==> config.mk <==
export PLATFORM = sky130hd
export DESIGN_NAME = first_fit_block_allocator
export DESIGN_NICKNAME = d
export VERILOG_FILES = /design/src/hw/rtl/ffba_pkg.sv /design/src/hw/rtl/ffba_cell.sv /design/src/hw/rtl/first_fit_block_allocator.sv
export VERILOG_INCLUDE_DIRS = /design/src /design/src/hw/rtl
export SDC_FILE = /design/constraint.sdc
export NUM_CORES = 2
export LEC_CHECK = 0
export BUFFER_PORTS_ARGS = -buffer_cell sky130_fd_sc_hd__buf_2
export CELL_PAD_IN_SITES_DETAIL_PLACEMENT = 1
export CELL_PAD_IN_SITES_GLOBAL_PLACEMENT = 2
export CORE_UTILIZATION = 50
export CTS_CLUSTER_SIZE = 30
export DETAILED_ROUTE_END_ITERATION = 8
export PLACE_DENSITY = 0.94
export SLEW_MARGIN = 20
export SYNTH_ARGS = -nofsm -noshare
export SYNTH_HDL_FRONTEND = slang
export SYNTH_HIERARCHICAL = 1
export SYNTH_SLANG_ARGS = --single-unit
==> constraint.sdc <==
create_clock -name clk -period 27.5 [get_ports clk]
set_input_delay 2.75 -clock clk [delete_from_list [all_inputs] [get_ports clk]]
set_output_delay 2.75 -clock clk [all_outputs]
set_load 0.005 [all_outputs]
==> src/hw/rtl/first_fit_block_allocator_assert.svh <==
// Assertion macros used by the allocator top level.
// Both expect clk and rst_n in scope.
`ifndef FIRST_FIT_BLOCK_ALLOCATOR_ASSERT_SVH
`define FIRST_FIT_BLOCK_ALLOCATOR_ASSERT_SVH

// Same-cycle implication.
`define FFBA_ASSERT_NOW(label, ante, cons, msg) \
    label: assert property (@(posedge clk) disable iff (!rst_n) (ante) |-> (cons)) \
        else $error(msg);

// Next-cycle implication.
`define FFBA_ASSERT_NEXT(label, ante, cons, msg) \
    label: assert property (@(posedge clk) disable iff (!rst_n) (ante) |=> (cons)) \
        else $error(msg);

`endif

==> src/hw/rtl/ffba_pkg.sv <==
package ffba_pkg;

    localparam int MAX_BLOCKS = 16;
    localparam int ADDR_W     = 20;
    localparam int CNT_W      = $clog2(MAX_BLOCKS + 1);
    localparam int HDR_W      = 7;
    localparam int SUM_W      = ADDR_W + 2;
    localparam int CFG_IDX_W  = 2;

    localparam logic [HDR_W-1:0]  HDR_RESET   = HDR_W'(24);
    localparam logic [ADDR_W-1:0] BASE_RESET  = '0;
    localparam logic [ADDR_W-1:0] LIMIT_RESET = ADDR_W'(1048575);

    // configuration register indexes
    localparam logic [CFG_IDX_W-1:0] CFG_HEADER_BYTES = 2'd0;
    localparam logic [CFG_IDX_W-1:0] CFG_HEAP_BASE    = 2'd1;
    localparam logic [CFG_IDX_W-1:0] CFG_HEAP_LIMIT   = 2'd2;

    typedef enum logic [0:0] {
        OP_ALLOC = 1'b0,
        OP_FREE  = 1'b1
    } opcode_t;

    typedef enum logic [2:0] {
        ST_OK      = 3'd0,
        ST_ZERO    = 3'd1,
        ST_OOM     = 3'd2,
        ST_NULL    = 3'd3,
        ST_UNKNOWN = 3'd4
    } status_t;

    typedef struct packed {
        opcode_t           opcode;
        logic [ADDR_W-1:0] req_size;
        logic [ADDR_W-1:0] handle;
    } cmd_word_t;

    typedef struct packed {
        status_t           status;
        logic [ADDR_W-1:0] address;
    } rsp_word_t;

    // search token walking down the cell chain
    typedef struct packed {
        logic              valid;
        opcode_t           opcode;
        logic [ADDR_W-1:0] req_size;
        logic [ADDR_W-1:0] handle;
        logic              found;
        logic              last;
        logic [ADDR_W-1:0] start;
    } token_t;

    // append write into one cell
    typedef struct packed {
        logic              en;
        logic [ADDR_W-1:0] start;
        logic [ADDR_W-1:0] size;
    } cell_wr_t;

endpackage

==> src/hw/rtl/ffba_cell.sv <==
module ffba_cell (
    input  logic                          clk,
    input  logic                          rst_n,
    input  logic [ffba_pkg::HDR_W-1:0]    hdr,
    input  logic                          live,
    input  logic                          last,
    input  ffba_pkg::cell_wr_t            wr,
    input  ffba_pkg::token_t              tok_in,
    output ffba_pkg::token_t              tok_out
);
    import ffba_pkg::*;

    logic [ADDR_W-1:0] start_reg;
    logic [ADDR_W-1:0] size_reg;
    logic              free_reg;
    token_t            tok_reg;
    token_t            tok_next;

    logic [ADDR_W-1:0] data_addr;
    logic              hit_alloc;
    logic              hit_free;
    logic              hit;

    assign data_addr = start_reg + ADDR_W'(hdr);
    assign hit_alloc = free_reg && (size_reg >= tok_in.req_size);
    assign hit_free  = (data_addr == tok_in.handle);
    assign hit = tok_in.valid && live && !tok_in.found &&
                 ((tok_in.opcode == OP_ALLOC) ? hit_alloc : hit_free);

    always_comb
    begin
        tok_next = tok_in;
        if (hit)
        begin
            tok_next.found = 1'b1;
            tok_next.last  = last;
            tok_next.start = start_reg;
        end
    end

    // entry storage: written on append, free mark set from the opcode on a hit
    always_ff @(posedge clk)
    begin
        if (wr.en)
        begin
            start_reg <= wr.start;
            size_reg  <= wr.size;
            free_reg  <= 1'b0;
        end
        else if (hit)
        begin
            free_reg <= (tok_in.opcode == OP_FREE);
        end
    end

    always_ff @(posedge clk or negedge rst_n)
    begin
        if (!rst_n)
        begin
            tok_reg <= '0;
        end
        else
        begin
            tok_reg <= tok_next;
        end
    end

    assign tok_out = tok_reg;

endmodule

==> src/hw/rtl/first_fit_block_allocator.sv <==
// Channel   Direction  Handshake              Word
// cmd       in         cmd_valid/cmd_ready    cmd_word_t  (opcode, req_size, handle)
// rsp       out        rsp_valid/rsp_ready    rsp_word_t  (status, address)
// cfg       in         cfg_we (no wait)       cfg_index, cfg_data
//
// An allocate or free with a nonzero operand is launched into the chain, passes
// through each cell of it in turn, is captured as it leaves the last cell and is
// then finalized. Zero-size allocates and null frees go straight to finalize.
// The search token visits one cell per cycle, so the chain length sets the rate.
// One word is in flight at a time; the response register lets the next word
// enter while a result still waits on rsp_ready.
// Reset clears control, count and break; entry contents stay undefined until
// an append writes them and are never read before that.
`include "first_fit_block_allocator_assert.svh"

module first_fit_block_allocator (
    input  logic                               clk,
    input  logic                               rst_n,
    input  logic                               cmd_valid,
    output logic                               cmd_ready,
    input  ffba_pkg::cmd_word_t                cmd,
    output logic                               rsp_valid,
    input  logic                               rsp_ready,
    output ffba_pkg::rsp_word_t                rsp,
    input  logic                               cfg_we,
    input  logic [ffba_pkg::CFG_IDX_W-1:0]     cfg_index,
    input  logic [ffba_pkg::ADDR_W-1:0]        cfg_data
);
    import ffba_pkg::*;

    typedef enum logic [2:0] {
        S_IDLE = 3'b001,
        S_SCAN = 3'b010,
        S_FIN  = 3'b100
    } state_t;

    state_t             state_reg, state_next;
    token_t             launch_reg, launch_next;
    token_t             fin_reg, fin_next;
    logic [CNT_W-1:0]   count_reg, count_next;
    logic [ADDR_W-1:0]  brk_reg, brk_next;
    logic [HDR_W-1:0]   hdr_reg, hdr_next;
    logic [ADDR_W-1:0]  base_reg, base_next;
    logic [ADDR_W-1:0]  limit_reg, limit_next;
    logic               rsp_valid_reg, rsp_valid_next;
    rsp_word_t          rsp_reg, rsp_next;

    token_t             tok_chain [0:MAX_BLOCKS];
    token_t             cmd_tok;
    logic               append;
    logic               fin_fire;
    logic [SUM_W-1:0]   end_sum;

    assign cmd_ready = (state_reg == S_IDLE);
    assign rsp_valid = rsp_valid_reg;
    assign rsp       = rsp_reg;

    assign tok_chain[0] = launch_reg;

    // new block would end here: break + header + data
    assign end_sum = SUM_W'(brk_reg) + SUM_W'(hdr_reg) + SUM_W'(fin_reg.req_size);

    always_comb
    begin
        cmd_tok          = '0;
        cmd_tok.valid    = 1'b1;
        cmd_tok.opcode   = cmd.opcode;
        cmd_tok.req_size = cmd.req_size;
        cmd_tok.handle   = cmd.handle;
    end

    // one cell per table entry; the token walks one cell a cycle
    for (genvar i = 0; i < MAX_BLOCKS; i++)
    begin : g_cell
        cell_wr_t cell_wr;
        logic     live;
        logic     last;

        assign live          = (CNT_W'(i) < count_reg);
        assign last          = (CNT_W'(i + 1) == count_reg);
        assign cell_wr.en    = append && (count_reg == CNT_W'(i));
        assign cell_wr.start = brk_reg;
        assign cell_wr.size  = fin_reg.req_size;

        ffba_cell u_cell (
            .clk     (clk),
            .rst_n   (rst_n),
            .hdr     (hdr_reg),
            .live    (live),
            .last    (last),
            .wr      (cell_wr),
            .tok_in  (tok_chain[i]),
            .tok_out (tok_chain[i + 1])
        );
    end

    always_comb
    begin
        state_next     = state_reg;
        launch_next    = '0;
        fin_next       = fin_reg;
        count_next     = count_reg;
        brk_next       = brk_reg;
        hdr_next       = hdr_reg;
        base_next      = base_reg;
        limit_next     = limit_reg;
        rsp_valid_next = rsp_valid_reg && !rsp_ready;
        rsp_next       = rsp_reg;
        append         = 1'b0;
        fin_fire       = 1'b0;

        case (state_reg)
            S_IDLE:
            begin
                if (cmd_valid)
                begin
                    fin_next = cmd_tok;
                    // zero size and null handle skip the walk entirely
                    if ((cmd.opcode == OP_ALLOC && cmd.req_size == '0) ||
                        (cmd.opcode == OP_FREE && cmd.handle == '0))
                    begin
                        state_next = S_FIN;
                    end
                    else
                    begin
                        launch_next = cmd_tok;
                        state_next  = S_SCAN;
                    end
                end
            end
            S_SCAN:
            begin
                // capture the token as it leaves the last cell
                if (tok_chain[MAX_BLOCKS].valid)
                begin
                    fin_next   = tok_chain[MAX_BLOCKS];
                    state_next = S_FIN;
                end
            end
            S_FIN:
            begin
                if (!rsp_valid_reg || rsp_ready)
                begin
                    fin_fire         = 1'b1;
                    rsp_valid_next   = 1'b1;
                    rsp_next.address = '0;
                    state_next       = S_IDLE;
                    if (fin_reg.opcode == OP_ALLOC)
                    begin
                        if (fin_reg.req_size == '0)
                        begin
                            rsp_next.status = ST_ZERO;
                        end
                        else if (fin_reg.found)
                        begin
                            rsp_next.status  = ST_OK;
                            rsp_next.address = fin_reg.start + ADDR_W'(hdr_reg);
                        end
                        else if (count_reg == CNT_W'(MAX_BLOCKS) ||
                                 end_sum > SUM_W'(limit_reg))
                        begin
                            rsp_next.status = ST_OOM;
                        end
                        else
                        begin
                            // append at the break and raise it
                            append           = 1'b1;
                            count_next       = count_reg + CNT_W'(1);
                            brk_next         = end_sum[ADDR_W-1:0];
                            rsp_next.status  = ST_OK;
                            rsp_next.address = brk_reg + ADDR_W'(hdr_reg);
                        end
                    end
                    else
                    begin
                        if (fin_reg.handle == '0)
                        begin
                            rsp_next.status = ST_NULL;
                        end
                        else if (fin_reg.found)
                        begin
                            rsp_next.status = ST_OK;
                            // drop the last block and pull the break back
                            if (fin_reg.last)
                            begin
                                count_next = count_reg - CNT_W'(1);
                                brk_next   = fin_reg.start;
                            end
                        end
                        else
                        begin
                            rsp_next.status = ST_UNKNOWN;
                        end
                    end
                end
            end
            default:
            begin
                state_next = S_IDLE;
            end
        endcase

        if (cfg_we)
        begin
            case (cfg_index)
                CFG_HEADER_BYTES:
                begin
                    hdr_next = cfg_data[HDR_W-1:0];
                end
                CFG_HEAP_BASE:
                begin
                    base_next = cfg_data;
                    if (count_reg == '0)
                    begin
                        brk_next = cfg_data;
                    end
                end
                CFG_HEAP_LIMIT:
                begin
                    limit_next = cfg_data;
                end
                default:
                begin
                end
            endcase
        end
    end

    always_ff @(posedge clk or negedge rst_n)
    begin
        if (!rst_n)
        begin
            state_reg     <= S_IDLE;
            launch_reg    <= '0;
            count_reg     <= '0;
            brk_reg       <= BASE_RESET;
            hdr_reg       <= HDR_RESET;
            base_reg      <= BASE_RESET;
            limit_reg     <= LIMIT_RESET;
            rsp_valid_reg <= 1'b0;
        end
        else
        begin
            state_reg     <= state_next;
            launch_reg    <= launch_next;
            count_reg     <= count_next;
            brk_reg       <= brk_next;
            hdr_reg       <= hdr_next;
            base_reg      <= base_next;
            limit_reg     <= limit_next;
            rsp_valid_reg <= rsp_valid_next;
        end
    end

    always_ff @(posedge clk)
    begin
        fin_reg <= fin_next;
        rsp_reg <= rsp_next;
    end

    `FFBA_ASSERT_NOW(a_count_bound, 1'b1, count_reg <= CNT_W'(MAX_BLOCKS),
        "entry count above table size")
    `FFBA_ASSERT_NOW(a_append_room, append, count_reg < CNT_W'(MAX_BLOCKS),
        "append into a full table")
    `FFBA_ASSERT_NOW(a_idle_chain_empty, state_reg == S_IDLE,
        !launch_reg.valid && !tok_chain[MAX_BLOCKS].valid,
        "search token alive while idle")
    `FFBA_ASSERT_NEXT(a_fin_result, fin_fire, rsp_valid_reg,
        "finalized word not presented")

endmodule
==> results.toml <==
[run_status]
status = "finished clean"

[synthesis]
synthTopCellsByArea = "dfrtp_1, edfxtp_1, ha_1"
netlist_area_um2 = 84300
synth_top_area_share = 0.326
synth_enable_flop_cells = 726
async_flop_share = 0.602
synth_seq_cells = 1864
syn_inst = 6183
yosysMostFrequentCell = "dfrtp_1"
ys_warn_count = 6
ys_types = 86
synth_top_cell_by_area = "dfrtp_1"
synthTopCellsByCount = "dfrtp_1, edfxtp_1, ha_1"
synth_ff_type = "dfrtp_1"
ys_seq_area_frac = 0.596
syn_area_per_cell_um2 = 13.6

[timing]
setup_violations = 0
hold_viol_final = 0
setup_ws_ns = 19.65
post-route-period-util = 0.285
finalCriticalPeriod_ns = 7.85
fin_worst_skew_ns = 0.0355
max_slew_margin = 0.199
worst_slew_pin_slew_ns = 1.19
report.final.slew_viol_count = 0
finalSetupTns_ns = 0
rsz0062_at_grt = "false"
fmax_mhz = 127

[drt]
drt_pre_antenna_iters = 5
maxUsedRoutingLayer = "met5"
wl_met2_um = 126000
drc = 0
via_per_inst = 6.19
dr_total_vias = 54900
drt_iter0_drc = 5406
routed_wirelength_um = 268000
met1_length_um = 109000
detail_route.wl_per_cell_um = 30.3
dr_wl_met3_um = 20300
ant_nets = 0

[power]
power_density_nw_per_um2 = 87.3
power_mw = 8.22
leakage_nw = 39.7
vdd.ir_drop.worst_mv = 0.0628

[cts]
cts_root_buffer = "clkbuf_16"
clk_latency_ns = 0.85
clockBufferDepth = 3
postCtsSetupRepairBufs = 0
cts-htree-levels = 4
cts_buffers = 189
clkTransAtPathRegs_ns = 0.07
cts_tree = "built"
cts.sinks = 1864
cts_resized = 0
postCtsHoldBufs = 0

[grt]
antenna_found_initial = 24
grt_pass1_vias = 58700
grt_max_degree = 181
grt_pass1_wl_um = 394000
gr-usage-all-layers = 0.316
gr-total-overflow = 0

[final_layout]
fill_cells = 16100
finish.utilization = 0.563
area_delta_synth_final_pct = 11.7
drive_above_1_share = 0.164
largest_reg_flops = 1024
final_net_count = 7088

[placed_design]
gp_congestion = 0.919
port_buffers = 92
dp_slack_ns = 19.68
dp_hpwl_um = 184000

[floorplanning]
die_w_um = 413
core_um2 = 167000
fp-row-count = 150
pin_count = 93
die_y_um = 413
start_util = 0.504
die-area_um2 = 170000

[setup_path]
cp_num_buf_inv = 6
max_stage_delay_ns = 0.62
critPathSlowestCell = "buf_4"
required_ns = 28.01
worstSetupPathType = "flop to flop"
arrival_ns = 8.36
cp-end-kind = "flop"
path_max_fanout = 36
critPathLaunchType = "flop"
cp_top_family = "compound AO/OA/AOI/OAI gates"

[hold_path]
hp-class = "flop to flop"

[run]
drv_cap = 0
## worst register-to-register path, cell delays in order, from the launching register on
cell,delay [ns]
dfrtp_2,0.34
buf_4,0.62
inv_1,0.25
fa_1,0.47
inv_1,0.07
ha_1,0.18
inv_1,0.06
fa_1,0.41
nor2b_1,0.20
o2111ai_1,0.22
nand4_1,0.18
and2_1,0.20
o21ai_0,0.16
o21ai_0,0.23
xor2_1,0.28
ha_1,0.30
o21a_1,0.11
a211oi_1,0.41
o211a_1,0.22
o22ai_1,0.12
a211oi_2,0.59
nand3_1,0.16
buf_4,0.27
or2_1,0.43
nor2_4,0.61
buf_4,0.41
## area by class of cell
cell class	count	area, um^2	area share
Multi-Input combinational cell	3852	32000	0.340
Clock inverter	85	958	0.0102
Tap cell	2204	2760	0.0293
Timing Repair Buffer	180	1180	0.0126
Antenna cell	1	2.50	0.0000266
Inverter	404	1520	0.0161
Sequential cell	1864	50200	0.533
Clock buffer	268	5530	0.0587
## logic make-up after synthesis
group           Yosys count  synth area share
other cells               1         0.0000445
buf+inv                 489            0.0275
mux                     455            0.0732
compound gates         1026            0.0873
fa+ha+maj               529            0.0808
xor+xnor                454            0.0472
simple gates           1365            0.0885
flops                  1864             0.596
## layer usage
metal	vias up	GRT usage
li1	23200	-
met3	556	0.0657
met4	4	0.142
met2	2214	0.508
met5	-	0
met1	28900	0.414
## where the power goes
part,internal [mW],switching (mW),leakage [nW]
registers,3.33,0.352,21.0
clock network,1.57,1.13,3.19
logic,0.704,1.13,15.5
## final timing paths
| path | cells past startpoint | endpoint | slack, ns | start |
|---|---|---|---|---|
| setup / recovery | 25 | g_cell[10].u_cell/start_reg[15] | 19.65 | hdr_reg[1] |
| hold / removal | 0 | g_cell[8].u_cell/tok_out[48] | 0.37 | g_cell[7].u_cell/tok_out[48] |
| setup reg to reg | 25 | g_cell[10].u_cell/start_reg[15] | 19.65 | hdr_reg[1] |
| hold reg to reg | 0 | g_cell[8].u_cell/tok_out[48] | 0.37 | g_cell[7].u_cell/tok_out[48] |
| max in group asynchronous | 5 | g_cell[1].u_cell/tok_out[52] | 21.66 | rst_n |
| min in group asynchronous | 1 | g_cell[13].u_cell/tok_out[14] | 1.94 | rst_n |
## stage by stage
step | instances | area, um^2 | hold slack [ns]
after global routing | 8857 | 94200 | 0.369
final | 8858 | 94200 | 0.369
after detailed placement | 8504 | 87700 | 0.355
after floorplan | 6205 | 84400 | 0.347
after CTS | 8857 | 94200 | 0.371
after global placement | 8503 | 87700 | 0.349
## placed cells by master (no fill, tap or decap), types with 54 or more instances in the layout
cell type  synthesis  final
dfrtp_1         1099   1098
edfxtp_1         726    726
ha_1             503    503
inv_1            403    403
xnor2_1          307    307
mux2_4           292    292
nor2_1           241    235
nand2_1          228    228
a21oi_1          227    227
clkbuf_16          0    202
xor2_1           147    147
a21o_1           136    135
nand3_1          128    128
mux2_2           123    123
nor3_1           128    120
o21ai_0          115    114
nand4_1          105    105
buf_2              1     91
and3_1            86     86
o211ai_1          86     86
nor4_1            86     85
buf_4              0     83
nand2b_1          69     69
a211oi_1          68     68
o21ai_1           54     54
Power figures use the tool's default switching activity.
